File: src/sv/lpi_pkg.sv
// ----------------------------------------------------------------------------
// lpi_pkg
// Types and widths shared by the line/plane intersection pipeline.
// ----------------------------------------------------------------------------
`default_nettype none
package lpi_pkg;
   localparam int COORD_W = 32;            // coordinate width
   localparam int DIFF_W  = COORD_W + 1;   // difference of two coordinates
   localparam int PROD_W  = DIFF_W + COORD_W + 1;
   localparam int DOT_W   = PROD_W + 2;    // sum of three products
   localparam int Q_W     = COORD_W + 1;   // quotient bits resolved by the divider chain

   typedef logic [COORD_W-1:0] coord_type;
   typedef logic [DIFF_W-1:0]  diff_type;

   // State carried from one divider cell to the next
   typedef struct packed {
      logic [2:0][COORD_W-1:0] p0;
      logic [2:0][DIFF_W-1:0]  orient;
      logic [DOT_W-1:0]        den;      // divisor magnitude
      logic [DOT_W-1:0]        rem;      // partial remainder
      logic [Q_W-1:0]          num_low;  // dividend bits still to bring down
      logic [Q_W-1:0]          quo;      // quotient so far
      logic                    parallel;
      logic                    big;      // quotient known to exceed the divider range
      logic                    tneg;
   } div_type;
endpackage
`default_nettype wire

File: src/sv/lpi_div_cell.sv
// ----------------------------------------------------------------------------
// lpi_div_cell
// One restoring division step: bring down a dividend bit, trial subtract,
// shift the quotient bit in, register the lot.
// ----------------------------------------------------------------------------
`default_nettype none
module lpi_div_cell (
   input  wire logic            clock,
   input  wire logic            reset,
   input  wire logic            advance,
   input  wire logic            valid_in,
   input  wire lpi_pkg::div_type data_in,
   output logic                 valid_out,
   output lpi_pkg::div_type     data_out
);
   logic                       valid_ff;
   lpi_pkg::div_type           data_ff, data_next_in;
   logic [lpi_pkg::DOT_W:0]    trial;
   logic [lpi_pkg::DOT_W:0]    diff;

   always_comb begin
      data_next_in = data_in;
      trial = {data_in.rem, data_in.num_low[lpi_pkg::Q_W-1]};
      diff  = trial - {1'b0, data_in.den};
      data_next_in.num_low = {data_in.num_low[lpi_pkg::Q_W-2:0], 1'b0};
      if (trial >= {1'b0, data_in.den}) begin
         data_next_in.rem = diff[lpi_pkg::DOT_W-1:0];
         data_next_in.quo = {data_in.quo[lpi_pkg::Q_W-2:0], 1'b1};
      end else begin
         data_next_in.rem = trial[lpi_pkg::DOT_W-1:0];
         data_next_in.quo = {data_in.quo[lpi_pkg::Q_W-2:0], 1'b0};
      end
   end

   always_ff @(posedge clock) begin
      if (reset) begin
         valid_ff <= 1'b0;
      end else if (advance) begin
         valid_ff <= valid_in;
      end
      if (advance) begin
         data_ff <= data_next_in;
      end
   end

   assign valid_out = valid_ff;
   assign data_out  = data_ff;
endmodule
`default_nettype wire

File: config.mk
export PLATFORM = sky130hd
export DESIGN_NAME = lpi_div_cell
export DESIGN_NICKNAME = d
export VERILOG_FILES = /design/src/sv/lpi_pkg.sv /design/src/sv/lpi_div_cell.sv
export SDC_FILE = /design/constraint.sdc
export NUM_CORES = 1
export LEC_CHECK = 0
export BUFFER_PORTS_ARGS = -buffer_cell sky130_fd_sc_hd__buf_2
export CORE_AREA = 2 2 313 315
export CTS_CLUSTER_DIAMETER = 120
export DETAILED_ROUTE_END_ITERATION = 6
export DIE_AREA = 0 0 315 317
export GPL_TIMING_DRIVEN = 0
export PLACE_DENSITY_LB_ADDON = 0.2
export SYNTH_ARGS = -nofsm -noshare
export SYNTH_HDL_FRONTEND = slang
export SYNTH_SLANG_ARGS = --single-unit
File: constraint.sdc
create_clock -name clock -period 3.1 [get_ports clock]
set_input_delay 0.155 -clock clock [delete_from_list [all_inputs] [get_ports clock]]
set_output_delay 0.155 -clock clock [all_outputs]
set_load 0.005 [all_outputs]
==> results_dict.tcl <==
set metrics [dict create \
    root_buffer "clkbuf_16" \
    power.density_nw_per_um2 540.1 \
    ios 805 \
    slew_headroom 0.3851 \
    cpPeakStageDelay_ps 550 \
    viasPerCell 4.055 \
    timing.final.crit_share 0.9756 \
    synthXorXnorAreaFrac 0.02780 \
    routed.top_layer "met5" \
    synth_top_family_by_area "compound AO/OA/AOI/OAI gates" \
    synth.distinct_cells 70 \
    holdWs_ps 47.40 \
    yosys.area_share.simple 0.07603 \
    crit_fanout 10 \
    htree_levels 2 \
    grt_pass1_wl_mm 118.7 \
    end_kind "flip-flop" \
    route.met3.wl_mm 8.162 \
    gp_congestion 0.8526 \
    syn_to_final_growth_pct 67.40 \
    hold_class "in -> reg" \
    max_slew.worst_pin.slew_ps 922.3 \
    grt_pass1_vias 16440 \
    status "completed" \
    synthArstFlopShare 0 \
    drv_cap 0 \
    antenna_found_initial 36 \
    pwr-share-comb 0.186 \
    yosys-top-cells-area "edfxtp_1 (69%), ha_1 (4.9%), o21ai_0 (2.8%), nand2_1 (2.8%), a21oi_1 (2.7%)" \
    cts_sinks 400 \
    p_int_mw 11.37 \
    synth_area_per_cell_um2 13.67 \
    ys.warnings.count 0 \
    grt_overflow_total 0 \
    synth_fp_nets 1741 \
    place_area_um2 23030 \
    cts_buffer_depth 3 \
    drt_first_pass_iters 5 \
    insertion_delay_ps 600 \
    netlist.area_leader.share 0.6914 \
    drv_slew 0 \
    swShare 0.2743 \
    fin_skew_ps 0 \
    crit_chain "dlygate4sd3_1 -> buf_2 -> ha_1 -> and4b_1 -> nand4_1 -> nor4_4 -> nand3_1 -> nand3_1 -> a31oi_4 -> buf_12 -> inv_2 -> buf_8 -> mux2i_1 -> nor3_2" \
    synth-edff-count 399 \
    setup_violations 0 \
    dieArea_um2 99860 \
    cts_made_buffers 52 \
    antenna_left 0 \
    muxShareOfSynthArea 0.002599 \
    placement.io_buffers 802 \
    path_clk_slew_ps 60 \
    critPathKind "in -> reg" \
    fillers 10030 \
    initial_utilization 0.1800 \
    worstReg2RegStart "valid_out" \
    crit_required_ps 3440 \
    nets 3002 \
    hold_start "data_in[70]" \
    synth_area_leader_cell "edfxtp_1" \
    synth_ff_type "edfxtp_1" \
    grt_start_max_net_pins 125 \
    vias 15630 \
    p_sw_mw 4.298 \
    hpwlAfterDp_mm 68.96 \
    power_frac_seq 0.428 \
    wirelength_mm 87.67 \
    ys_ff_latch 400 \
    fin_crit_ps 3024 \
    drc_errors 0 \
    drive_gt1_frac 0.3747 \
    first_iter_violations 931 \
    fp.dieW_um 315 \
    synth_compound_area_frac 0.1150 \
    critPathTopFamily "simple AND/OR/NAND/NOR gates" \
    cp_common_cell "nand3_1" \
    rsz0062_at_grt "yes" \
    wl_met1_mm 32.72 \
    die_h_um 317 \
    placementRows 114 \
    power.total_mw 15.67 \
    fmax_ghz 0.3306 \
    crit_arrival_ps 3360 \
    tritoncts "built" \
    coreArea_um2 96280 \
    cp-startpoint "data_in[133]" \
    final_cell_area_um2 29010 \
    startpoint_type "primary input" \
    p_clk_frac 0.386 \
    synthCells 1268 \
    synthAdderAreaFrac 0.05025 \
    r2r_slack_ps 1940 \
    track_usage 0.1660 \
    synth.cell_area_um2 17330 \
    wl_per_cell_um 22.74 \
    ir_worst_vdd_uv 357.1 \
    worst-path-buf-inv 5 \
    setup-tns-final_ps 0 \
    wl_met2_mm 42.68 \
    leakage_nw 12.18 \
    yosysSeqAreaShare 0.6926 \
    hold_viol 0 \
    cp_slowest_cell "dlygate4sd3_1" \
]
-- cell usage in the layout (no fill, tap or decap), drive strengths merged, types with 7 or more instances in the layout --
cell	instances
clkinv	25
xor2	20
a21oi	95
xnor2	35
nand2b	8
diode	9
o21a	12
nor2	40
a31oi	10
nand3	19
o21bai	13
o21ai	102
dlygate4sd3	398
ha	68
nor3	22
o31ai	9
nand4	23
edfxtp	399
buf	835
a211oi	15
clkbuf	78
a21o	23
nand2	128
inv	100
and3	7
-- layout make-up --
| type | count | area, um^2 | area share |
|---|---|---|---|
| tap | 1276 | 1597 | 0.05504 |
| sequential | 400 | 12000 | 0.4137 |
| timing repair buffer | 1210 | 8162 | 0.2813 |
| buffer | 43 | 287.8 | 0.009920 |
| clock inverter | 37 | 355.3 | 0.01225 |
| antenna | 9 | 22.52 | 0.0007764 |
| clock buffer | 58 | 1324 | 0.04563 |
| inverter | 95 | 356.6 | 0.01229 |
| multi-input combinational | 727 | 4903 | 0.1690 |
-- final timing paths --
kind | cells after the start | end
min reg2reg | 3 | valid_out
max | 14 | data_out[135]
min | 3 | data_out[71]
max reg2reg | 3 | valid_out
-- Yosys cell counts (all sizes together) (2+ instances only) --
cell     instances
nand3           19
and4             4
o221ai           5
nor2            40
a21oi           95
a2111oi          2
a221o            2
clkbuf          22
o2111ai          3
edfxtp         399
ha              68
a211oi          15
o21ai          102
o41ai            2
o21bai          13
xor2            20
a31oi           10
and2             2
nand2          128
nor4             5
and4b            2
nor2b            4
nand3b           2
inv             95
nor3b            4
xnor2           35
nand2b           8
buf             24
o31a             5
or3              2
a21boi           4
and3             7
a211o            3
o211ai           5
o21a            12
a21o            23
mux2i            3
nand4           23
or2              5
o31ai            9
nor3            22
-- power groups by stage --
stage                     sequential, mW  clock, mW  combinational [mW]
after floorplan                     6.86          0               0.903
after global placement              6.88          0                2.46
after detailed placement            6.81          0                2.47
after CTS                           6.71       6.31                2.96
after global routing                6.75       6.49                3.19
final                               6.70       6.04                2.92
-- state kept, by name (all words and copies together), names as in the netlist --
register and cells:
data_out 399, valid_out 1
-- stage by stage --
stage	util	instances	setup slack, ps
CTS	0.3000	3848	6.787
global placement	0.2383	3346	-4558
global route	0.3012	3850	-48.65
finish	0.3013	3855	75.62
detailed placement	0.2392	3349	-1858
floorplan	-	1268	112.9
-- worst min-delay path: cells and delay by family --
family | cells | cell delay [ps]
AOI/OAI and AO/OA | 1 | 110
and+or+nand+nor | 1 | 60
buffers and inverters | 1 | 180
-- per-layer routing --
metal | vias to the layer above | track usage
met3 | 142 | 0.06137
met2 | 638 | 0.2855
met1 | 7523 | 0.1843
met5 | - | 0
met4 | 32 | 0.07002
li1 | 7297 | -
-- kinds of logic after synthesis --
| group | after synthesis |
|---|---|
| other | 1 |
| buffers and inverters | 141 |
| adder cells (fa/ha/maj) | 69 |
| AO/OA/AOI/OAI | 319 |
| AND/OR/NAND/NOR | 279 |
| XOR/XNOR | 55 |
| flip-flops | 400 |
| multiplexers | 4 |
-- repair_timing --
action | in CTS | in global routing
resized for setup | 31 | 23
pin swaps | 8 | 6
cloned | 0 | 0
setup endpoints to repair | 69 | 55
hold buffers | 398 | 0
hold endpoints to repair | 397 | 0
setup buffers | 7 | 0
Note: power is estimated with default switching activity, not from simulation.
